==> config.mk <==
export PLATFORM = sky130hd
export DESIGN_NAME = quoted_string_scanner_core
export DESIGN_NICKNAME = d
export VERILOG_FILES = /design/src/hw/rtl/qss_pkg.sv /design/src/hw/rtl/qss_front.sv /design/src/hw/rtl/qss_queue.sv /design/src/hw/rtl/qss_back.sv /design/src/hw/rtl/quoted_string_scanner_core.sv
export SDC_FILE = /design/constraint.sdc
export NUM_CORES = 1
export LEC_CHECK = 0
export BUFFER_PORTS_ARGS = -buffer_cell sky130_fd_sc_hd__buf_2
export CORE_MARGIN = 2
export CORE_UTILIZATION = 57
export CTS_BUF_LIST = sky130_fd_sc_hd__clkbuf_4 sky130_fd_sc_hd__clkbuf_8
export CTS_CLUSTER_DIAMETER = 30
export DETAILED_ROUTE_END_ITERATION = 10
export MAX_ROUTING_LAYER = met4
export PLACE_DENSITY = 0.82
export SYNTH_ARGS = -nofsm -noshare
export SYNTH_HDL_FRONTEND = slang
export SYNTH_HIERARCHICAL = 1
export SYNTH_SLANG_ARGS = --single-unit
export TNS_END_PERCENT = 5
==> constraint.sdc <==
create_clock -name clk -period 3.5 [get_ports clk]
set_input_delay 0 -clock clk [delete_from_list [all_inputs] [get_ports clk]]
set_output_delay 0 -clock clk [all_outputs]
set_load 0.005 [all_outputs]
==> src/hw/rtl/qss_pkg.sv <==
// Shared types, constants and helpers for the quoted string scanner.
// No dependencies; every other file of the block imports this package.
package qss_pkg;

  localparam int unsigned CHAR_W = 7;
  localparam int unsigned LEN_W  = 13;
  localparam int unsigned IDX_W  = 3;
  localparam int unsigned CFG_W  = 64;

  // Hard upper bound on the usable capacity
  localparam logic [LEN_W-1:0] LEN_BOUND = 13'd4096;

  // Register reset values: only double and single quote may open a field,
  // tab and the printables are allowed inside
  localparam logic [CFG_W-1:0] FIRST_LOW_RST    = 64'hFFFF_FFFF_DEFF_FFFF;
  localparam logic [CFG_W-1:0] FIRST_HIGH_RST   = 64'hFFFF_FFFF_FFFF_FFFF;
  localparam logic [CFG_W-1:0] CONTENT_LOW_RST  = 64'hFFBF_FFFF_0000_0000;
  localparam logic [CFG_W-1:0] CONTENT_HIGH_RST = 64'h0000_0000_0000_0001;
  localparam logic [LEN_W-1:0] OUT_CAP_RST      = 13'd256;

  typedef enum logic [IDX_W-1:0] {
    REG_FIRST_LOW    = 3'd0,
    REG_FIRST_HIGH   = 3'd1,
    REG_CONTENT_LOW  = 3'd2,
    REG_CONTENT_HIGH = 3'd3,
    REG_OUT_CAP      = 3'd4
  } reg_idx_t;

  typedef enum logic [2:0] {
    ST_IN_STRING     = 3'd0,
    ST_QUOTE_PENDING = 3'd1,
    ST_TERMINATED    = 3'd2,
    ST_BAD_QUOTE     = 3'd3,
    ST_BAD_CHAR      = 3'd4,
    ST_OVERFLOW      = 3'd5,
    ST_IDLE          = 3'd6
  } status_t;

  // Classified request handed from the front end to the back end
  typedef struct packed {
    logic [CHAR_W-1:0] ch;
    logic              start;
    logic              barred;  // unflagged and marked in the applicable bitmap
  } item_t;

  // Bitmap lookup: bit 63-i of the low word is char i, of the high word char 64+i
  function automatic logic map_bit(input logic [CFG_W-1:0] lo,
                                   input logic [CFG_W-1:0] hi,
                                   input logic [CHAR_W-1:0] ch);
    logic [5:0] pos;
    pos = ~ch[5:0];
    return ch[6] ? hi[pos] : lo[pos];
  endfunction

endpackage

==> src/hw/rtl/qss_front.sv <==
// Front end: configuration registers, input handshake and bitmap classification.
// Depends on qss_pkg.
module qss_front import qss_pkg::*; (
  input  logic              clk,
  input  logic              rst,
  input  logic              cfg_wr_en,
  input  logic [IDX_W-1:0]  cfg_index,
  input  logic [CFG_W-1:0]  cfg_data,
  input  logic              in_valid,
  output logic              in_stall,
  input  logic [CHAR_W-1:0] character,
  input  logic              prequoted,
  input  logic              start_field,
  input  logic              q_full,
  output logic              push,
  output item_t             push_item,
  output logic [LEN_W-1:0]  cap
);

  logic [CFG_W-1:0] first_low;
  logic [CFG_W-1:0] first_high;
  logic [CFG_W-1:0] content_low;
  logic [CFG_W-1:0] content_high;
  logic [LEN_W-1:0] out_cap;

  // Configuration writes; unknown indexes are dropped
  always_ff @(posedge clk) begin
    if (rst) begin
      first_low    <= FIRST_LOW_RST;
      first_high   <= FIRST_HIGH_RST;
      content_low  <= CONTENT_LOW_RST;
      content_high <= CONTENT_HIGH_RST;
      out_cap      <= OUT_CAP_RST;
    end else if (cfg_wr_en) begin
      case (cfg_index)
        REG_FIRST_LOW:    first_low    <= cfg_data;
        REG_FIRST_HIGH:   first_high   <= cfg_data;
        REG_CONTENT_LOW:  content_low  <= cfg_data;
        REG_CONTENT_HIGH: content_high <= cfg_data;
        REG_OUT_CAP:      out_cap      <= cfg_data[LEN_W-1:0];
        default: ;
      endcase
    end
  end

  // Effective capacity is clamped to the bound
  assign cap = (out_cap > LEN_BOUND) ? LEN_BOUND : out_cap;

  // Take a request whenever the queue has room
  assign in_stall = q_full;
  assign push     = in_valid && !q_full;

  // Classify: the quote uses the first-position map, later chars the content map
  always_comb begin
    push_item.ch     = character;
    push_item.start  = start_field;
    push_item.barred = !prequoted && (start_field ?
                       map_bit(first_low, first_high, character) :
                       map_bit(content_low, content_high, character));
  end

endmodule

==> src/hw/rtl/qss_queue.sv <==
// Two-entry queue that decouples the front end from the back end.
// Depends on qss_pkg.
module qss_queue import qss_pkg::*; (
  input  logic  clk,
  input  logic  rst,
  input  logic  push,
  input  item_t push_item,
  input  logic  pop,
  output logic  full,
  output logic  head_valid,
  output item_t head
);

  item_t      slots [2];
  logic       wr_ptr;
  logic       rd_ptr;
  logic [1:0] fill;

  // Pointer and fill bookkeeping
  always_ff @(posedge clk) begin
    if (rst) begin
      wr_ptr <= 1'b0;
      rd_ptr <= 1'b0;
      fill   <= 2'd0;
    end else begin
      if (push) wr_ptr <= ~wr_ptr;
      if (pop)  rd_ptr <= ~rd_ptr;
      case ({push, pop})
        2'b10:   fill <= fill + 2'd1;
        2'b01:   fill <= fill - 2'd1;
        default: fill <= fill;
      endcase
    end
  end

  // Storage
  always_ff @(posedge clk) begin
    if (push) slots[wr_ptr] <= push_item;
  end

  assign full       = fill[1];
  assign head_valid = (fill != 2'd0);
  assign head       = slots[rd_ptr];

endmodule

==> src/hw/rtl/qss_back.sv <==
// Back end: scanner state, result computation and the output register.
// Depends on qss_pkg.
module qss_back import qss_pkg::*; (
  input  logic              clk,
  input  logic              rst,
  input  logic              head_valid,
  input  item_t             head,
  input  logic [LEN_W-1:0]  cap,
  output logic              pop,
  output logic              res_valid,
  input  logic              res_stall,
  output logic [CHAR_W-1:0] out_char,
  output logic              out_valid,
  output logic [2:0]        status,
  output logic [LEN_W-1:0]  string_length
);

  logic [CHAR_W-1:0] quote_char;
  logic              pending_quote;
  logic [LEN_W-1:0]  count;
  logic              active;

  logic [CHAR_W-1:0] quote_char_next;
  logic              pending_quote_next;
  logic [LEN_W-1:0]  count_next;
  logic              active_next;
  logic [CHAR_W-1:0] oc_next;
  logic              ov_next;
  status_t           st_next;

  logic              over_one;
  logic              over_two;

  // Issue when the output register is empty or being drained
  assign pop = head_valid && (!res_valid || !res_stall);

  // Capacity checks: length plus terminator must fit
  assign over_one = ({1'b0, count} + 14'd1) > {1'b0, cap};
  assign over_two = ({1'b0, count} + 14'd2) > {1'b0, cap};

  // Per-character decision
  always_comb begin
    quote_char_next    = quote_char;
    pending_quote_next = pending_quote;
    count_next         = count;
    active_next        = active;
    oc_next            = '0;
    ov_next            = 1'b0;
    st_next            = ST_IDLE;
    if (head.start) begin
      count_next         = '0;
      pending_quote_next = 1'b0;
      if (head.barred) begin
        active_next = 1'b0;
        st_next     = ST_BAD_QUOTE;
      end else begin
        quote_char_next = head.ch;
        active_next     = 1'b1;
        st_next         = ST_IN_STRING;
      end
    end else if (!active) begin
      st_next = ST_IDLE;
    end else if (head.ch == quote_char) begin
      if (pending_quote) begin
        pending_quote_next = 1'b0;
        if (over_two) begin
          active_next = 1'b0;
          st_next     = ST_OVERFLOW;
        end else begin
          // doubled quote stands for one quote
          count_next = count + 1'b1;
          oc_next    = head.ch;
          ov_next    = 1'b1;
          st_next    = ST_IN_STRING;
        end
      end else begin
        pending_quote_next = 1'b1;
        st_next            = ST_QUOTE_PENDING;
      end
    end else if (pending_quote) begin
      // lone quote: field ends here
      pending_quote_next = 1'b0;
      active_next        = 1'b0;
      st_next            = over_one ? ST_OVERFLOW : ST_TERMINATED;
    end else if (head.barred) begin
      active_next = 1'b0;
      st_next     = ST_BAD_CHAR;
    end else if (over_two) begin
      active_next = 1'b0;
      st_next     = ST_OVERFLOW;
    end else begin
      count_next = count + 1'b1;
      oc_next    = head.ch;
      ov_next    = 1'b1;
      st_next    = ST_IN_STRING;
    end
  end

  // Control state
  always_ff @(posedge clk) begin
    if (rst) begin
      quote_char    <= '0;
      pending_quote <= 1'b0;
      count         <= '0;
      active        <= 1'b0;
      res_valid     <= 1'b0;
    end else begin
      if (pop) begin
        quote_char    <= quote_char_next;
        pending_quote <= pending_quote_next;
        count         <= count_next;
        active        <= active_next;
        res_valid     <= 1'b1;
      end else if (!res_stall) begin
        res_valid <= 1'b0;
      end
    end
  end

  // Result payload
  always_ff @(posedge clk) begin
    if (pop) begin
      out_char      <= oc_next;
      out_valid     <= ov_next;
      status        <= st_next;
      string_length <= count_next;
    end
  end

endmodule

==> src/hw/rtl/quoted_string_scanner_core.sv <==
// Quoted string scanner: one result per character; a request passes the queue, then
// the output register. Throughput is one character per cycle unless a side stalls;
// the two-entry queue and the output register let either side stall without loss.
// Reset (synchronous, active high) restores the register defaults, empties the
// queue and leaves the scanner idle with a zero length.
// Depends on qss_pkg, qss_front, qss_queue and qss_back.
module quoted_string_scanner_core import qss_pkg::*; (
  input  logic              clk,
  input  logic              rst,
  input  logic              cfg_wr_en,
  input  logic [IDX_W-1:0]  cfg_index,
  input  logic [CFG_W-1:0]  cfg_data,
  input  logic              in_valid,
  output logic              in_stall,
  input  logic [CHAR_W-1:0] character,
  input  logic              prequoted,
  input  logic              start_field,
  output logic              res_valid,
  input  logic              res_stall,
  output logic [CHAR_W-1:0] out_char,
  output logic              out_valid,
  output logic [2:0]        status,
  output logic [LEN_W-1:0]  string_length
);

  logic             push;
  item_t            push_item;
  logic             q_full;
  logic             head_valid;
  item_t            head;
  logic             pop;
  logic [LEN_W-1:0] cap;

  qss_front u_front (
    .clk         (clk),
    .rst         (rst),
    .cfg_wr_en   (cfg_wr_en),
    .cfg_index   (cfg_index),
    .cfg_data    (cfg_data),
    .in_valid    (in_valid),
    .in_stall    (in_stall),
    .character   (character),
    .prequoted   (prequoted),
    .start_field (start_field),
    .q_full      (q_full),
    .push        (push),
    .push_item   (push_item),
    .cap         (cap)
  );

  qss_queue u_queue (
    .clk        (clk),
    .rst        (rst),
    .push       (push),
    .push_item  (push_item),
    .pop        (pop),
    .full       (q_full),
    .head_valid (head_valid),
    .head       (head)
  );

  qss_back u_back (
    .clk           (clk),
    .rst           (rst),
    .head_valid    (head_valid),
    .head          (head),
    .cap           (cap),
    .pop           (pop),
    .res_valid     (res_valid),
    .res_stall     (res_stall),
    .out_char      (out_char),
    .out_valid     (out_valid),
    .status        (status),
    .string_length (string_length)
  );

endmodule

# After elaboration in Yosys (flattened, before gate mapping)
# Memories as Yosys holds them, arrays and structs flattened. A register that Yosys moved wholly into a read port is not among the register bits.
# Cells that the tools add are included.
# Widths: inputs -> output; s select.
# word_totals
n_memories	1
ff_bits	320
mem_bits_rw	18
word_cells	114
input_bits	81
# memory_table
name	depth	word_bits	read_ports	rd_clocked_by_memory_dff	write_ports	line_no	source
u_queue.slots	2	9	1	1	1	qss_queue.sv:14	item_t slots [2];
# op_classes
magnitude_cmp	4
n_mux	54
add_sub_neg	5
eq_ne	8
n_reduce_logical	20
bitwise_logic	5
# op_table
cell	n
$mux 13	8
$mux 7	5
$gt 14x13->1	2
$mux 1	27
$bmux 1 s6	4
$mux 3	8
$add 13x1->14 const B	1
$add 13x2->14 const B	1
$add 13x1->13 const B	1
$gt 13x13->1 const B	1
$reduce_and 2->1	6
$eq 7x7->1	1
$lt 6x7->1 const B	1
$eq 3x2->1 const B	2
$not 6->6	1
$reduce_bool 2->1	3
$logic_not 1->1	4
$not 1->1	4
$pmux 2 s2	1
$eq 3x1->1 const B	1
$eq 3x3->1 const B	1
$logic_and 1x1->1	3
$logic_not 3->1	1
$reduce_and 3->1	1
8 further kinds	8

# Logic depth before layout (Yosys ltp)
# depth
depth_word	9
depth_mapped	16

# By module
# Netlist, hierarchy kept.
# modules_own_cells
mod	cells_per_inst	area_each_um2	instances	seq_area_each_um2
qss_front	1343	12089.1	1	5385.2
qss_back	345	3205.6	1	1181.1
qss_queue	49	845.8	1	640.6

# Worst setup path after synthesis
# Ideal clock, no wire load.
# synth_path
path_kind	reg-to-reg
start	register u_back.count[2]
end	register u_back.string_length[12] (data pin)
stages_incl_launch_ff	17
arrival_ps	3316
setup_time_ps	270
path_slack_ps	-86
n_path_buf	3
cell_sequence	dfxtp_1 clkbuf_1 nand3_1 nor2_1 and3_1 nand3_1 xnor2_1 ha_1 nand3_1 or3_1 or4_4 o21ai_4 nand3_4 buf_6 buf_2 o21ai_0 a21oi_1
# synth_via
elab_chain_cells	8
# synth_lines
element	line_no	source
start, declared	qss_back.sv:20	logic [LEN_W-1:0] count;
start signal, assigned	qss_back.sv:111	count <= count_next;
$add 13x2->14	qss_back.sv:39	assign over_two = ({1'b0, count} + 14'd2) > {1'b0, cap};
$gt 14x13->1	qss_back.sv:39	
$mux 13 (*)	qss_back.sv:66, qss_back.sv:88	
$mux 13	qss_back.sv:85	end else if (head.barred) begin
$mux 13	qss_back.sv:80	end else if (pending_quote) begin
$mux 13 (*)	qss_back.sv:63	end else if (head.ch == quote_char) begin
$mux 13 (*)	qss_back.sv:61	end else if (!active) begin
$mux 13 (*)	qss_back.sv:50	if (head.start) begin
net u_back.count_next[12]	qss_back.sv:25	logic [LEN_W-1:0] count_next;
end signal, assigned	qss_back.sv:126	string_length <= count_next;
end, declared	qss_back.sv:15	output logic [LEN_W-1:0] string_length
# Mark *: on every way through the listed nets, which the timed path passes. The rest lies on a longest branch.
# A chain may end at the register's enable or synchronous reset.

# Final worst setup path
# layout_path
start	register u_back.count[7]
end	register u_back.string_length[3] (data pin)
# layout_via
elab_chain_cells	8
# layout_lines
element	line_no
$add 13x2->14 (*)	qss_back.sv:39
$gt 14x13->1 (*)	qss_back.sv:39
$mux 13 (*)	qss_back.sv:66, qss_back.sv:88
$mux 13	qss_back.sv:85
$mux 13	qss_back.sv:80
$mux 13 (*)	qss_back.sv:63
$mux 13 (*)	qss_back.sv:61
$mux 13 (*)	qss_back.sv:50
net u_back.count_next[3]	qss_back.sv:25
# Marked as above.

==> impl_metrics.toml <==
[routing]
ant_nets = 0
firstDrtPassIters = 5
via_per_inst = 5.85
drc_errors = 0
wl_um = 41700
drt_iter0_markers = 1437
num_vias = 13500
wl_per_cell_um = 18.0

[critical_path]
worstPathMaxFanout = 6
startpoint_type = "flip-flop"
path_class = "flip-flop to flip-flop"
crit_arrival_ns = 3.94
cp-end-kind = "flip-flop"
required_ns = 3.98

[floorplanning]
dieArea_um2 = 29700
pin_count = 107
floorplan.core_area_um2 = 27900
row_count = 61
initial_core_util_pct = 57.9
die_w_um = 172
fp.dieH_um = 172

[power]
power_mw = 9.93
p_per_area_nw_per_um2 = 519
p_sw_share_pct = 26.0
p_leak_nw = 7.56
p_comb_share_pct = 13.4
peakVddDrop_mv = 0.359
p_int_mw = 7.35
seqPwrFrac_pct = 44.3
p_sw_mw = 2.58
clkPwrFrac_pct = 42.3

[placement]
post-dp-hpwl_um = 25700
place_congestion = 0.922
post-place-ws_ns = -0.0329
post-place-cells = 2122
port_buffers = 106

[yosys]
synth_top_cell_by_area = "dfxtp_1"
async_flop_share_pct = 0
synth-edff-count = 42
seq_area_frac_synth_pct = 44.7
syn_avg_cell_area_um2 = 9.29
yosysWarnings = 6
ys_ff_latch = 339
syn_nets = 1847
synth_cell_types = 66
synth_cells = 1737
yosys_most_used_dff = "dfxtp_1"
yosys.area.top_type_share_pct = 36.8
synth_area_um2 = 16100
synth.area.top_cells = "dfxtp_1, nand2_1, edfxtp_1"

[cells_and_area]
final_common_cell = "nand2_1"
area_delta_synth_final_pct = 18.7
final_cell_mix = "nand2_1, dfxtp_1, a21oi_1, buf_2, nand3b_1"
finalNonFillerCells = 2317
post-route-util_pct = 68.7
fill_cells = 2006
layout-drive-gt1-share_pct = 18.8
layout.nets = 1999

[sta]
period_needed_ns = 3.47
hold_slack_ns = 0.0469
post-route-period-util_pct = 99.1
hold_viol_final = 0
rsz0062_at_grt = "true"
max_slew_margin_pct = 35.6
fmaxAchievable_mhz = 288
setup_viol = 0
worst_pin_slew_ns = 0.966
slew_viol_final = 0
fin_skew_ns = 0.0150
worst_slack_ns = 0.0325

[grt]
gr-total-overflow = 0
grt_use_total_pct = 29.0
grt_max_degree = 196
antenna_found_initial = 1
grt_pass1_vias = 13200
grt_first_pass_wirelength_um = 66900

[cts]
numCtsBuffers = 61
clk_path_buf_depth = 3
insertion_delay_ns = 0.61
clock-sinks = 339
h-tree-depth = 2
clk_pin_slew_ns = 0.06
cts_tree = "done"
root_buffer = "clkbuf_8"

[status]
status = "complete, no violations"

[min_path]
hp-class = "primary input to flip-flop"

[run]
drv_cap = 0
==> metrics by stage <==
| stage | cell area (um^2) | TNS (ns) |
|---|---|---|
| finish | 19200 | 0 |
| global route | 19200 | -1.79 |
| CTS | 19100 | -0.0645 |
| detailed placement | 16800 | -0.0879 |
| global placement | 16800 | 0 |
| floorplan | 16200 | 0 |
==> worst max-delay path, stage by stage (launching register included) <==
cell and delay [ns]:
dfxtp_2 0.33, nand4_1 0.16, nor2_2 0.13, and3_1 0.18
nand3_1 0.09, xnor2_1 0.15, ha_1 0.31, nand3_1 0.10
or3_4 0.41, or4_4 0.55, o21ai_4 0.17, nand3_2 0.16
or4_1 0.50, nand2_1 0.08
==> per-layer routing <==
| metal | vias up | share of wire, % | global-route usage [%] |
|---|---|---|---|
| met5 | - | 0 | - |
| met4 | 0 | 3.0 | 10.8 |
| met3 | 108 | 6.7 | 4.35 |
| met2 | 531 | 49 | 47.8 |
| met1 | 6530 | 42 | 36.3 |
| li1 | 6376 | - | - |
==> cells by family (layout without fill, tap and decap cells) <==
kind of cell    after synthesis  after routing  synth area share (%)
buf+inv                     172            371                  5.15
simple gates                767            769                  22.9
xor+xnor                     35             35                  1.90
fa+ha+maj                    29             29                  2.25
mux                         107            107                  11.1
compound gates              288            288                  12.0
other cells                   0              1                     0
flops                       339            339                  44.7
==> cell usage after synthesis (5+ instances only) <==
library cell	instances
a21oi_1	133
buf_1	13
or3_1	8
and2_1	11
and3_1	6
nand3_1	19
ha_1	29
o211ai_1	12
mux4_2	34
mux2i_1	39
xor2_1	15
o21ai_0	10
nand4_1	15
clkbuf_1	87
nor2_1	46
nor3_1	9
mux2_2	17
o31ai_2	7
inv_1	25
o31ai_1	5
dfxtp_1	297
mux4_1	17
o2111ai_1	5
nand3b_1	97
or4_1	6
nor2b_1	89
a211o_1	67
buf_4	17
o21ai_1	7
or2_2	5
nand2_1	443
buf_2	20
o22ai_1	6
buf_6	7
xnor2_1	20
edfxtp_1	42
==> path summary, 6_finish.rpt <==
path | start | endpoint | slack (ns) | cells past startpoint
min reg2reg | u_front/out_cap[1] | u_front/out_cap[1] | 0.45 | 2
min | cfg_index[2] | u_front/out_cap[1] | 0.05 | 4
max | u_back/count[7] | u_back/string_length[3] | 0.03 | 13
max reg2reg | u_back/count[7] | u_back/string_length[3] | 0.03 | 13
==> final cells by class <==
class                   instances  area, um^2  share of cell area, %
diodes                          1        2.50                 0.0131
inverters                      25        93.8                  0.490
clock inverters                27         338                   1.76
well taps                     378         473                   2.47
clock buffers                  85        1080                   5.62
multi-input cells            1228        8210                   42.9
repair buffers                234        1740                   9.11
flip-flops and latches        339        7210                   37.7
==> registers in the layout, indices dropped and copies added (netlist names), 3 cells and up, named ones only <==
| signal | cells |
|---|---|
| u_back/count | 13 |
| u_back/out_char | 7 |
| u_back/quote_char | 7 |
| u_back/status | 3 |
| u_back/string_length | 13 |
| u_front/content_high | 64 |
| u_front/content_low | 64 |
| u_front/first_high | 64 |
| u_front/first_low | 64 |
| u_front/out_cap | 13 |
| u_queue/slots | 18 |
==> repair_timing <==
item                       4_1_cts  5_1_grt
hold endpoints to repair       300        0
cloned                           1        1
setup endpoints to repair       16       35
resized for setup                3       22
setup buffers                    0        2
hold buffers                    78        0
pin swaps                        2       10
==> power by group through the flow <==
stage | sequential (mW) | clock [mW] | combinational, mW
after floorplan | 4.46 | 0 | 0.800
final | 4.40 | 4.20 | 1.33
after global placement | 4.46 | 0 | 1.18
after global routing | 4.43 | 4.45 | 1.47
after CTS | 4.39 | 4.25 | 1.29
after detailed placement | 4.47 | 0 | 1.21
(Power assumes the default switching activity.)
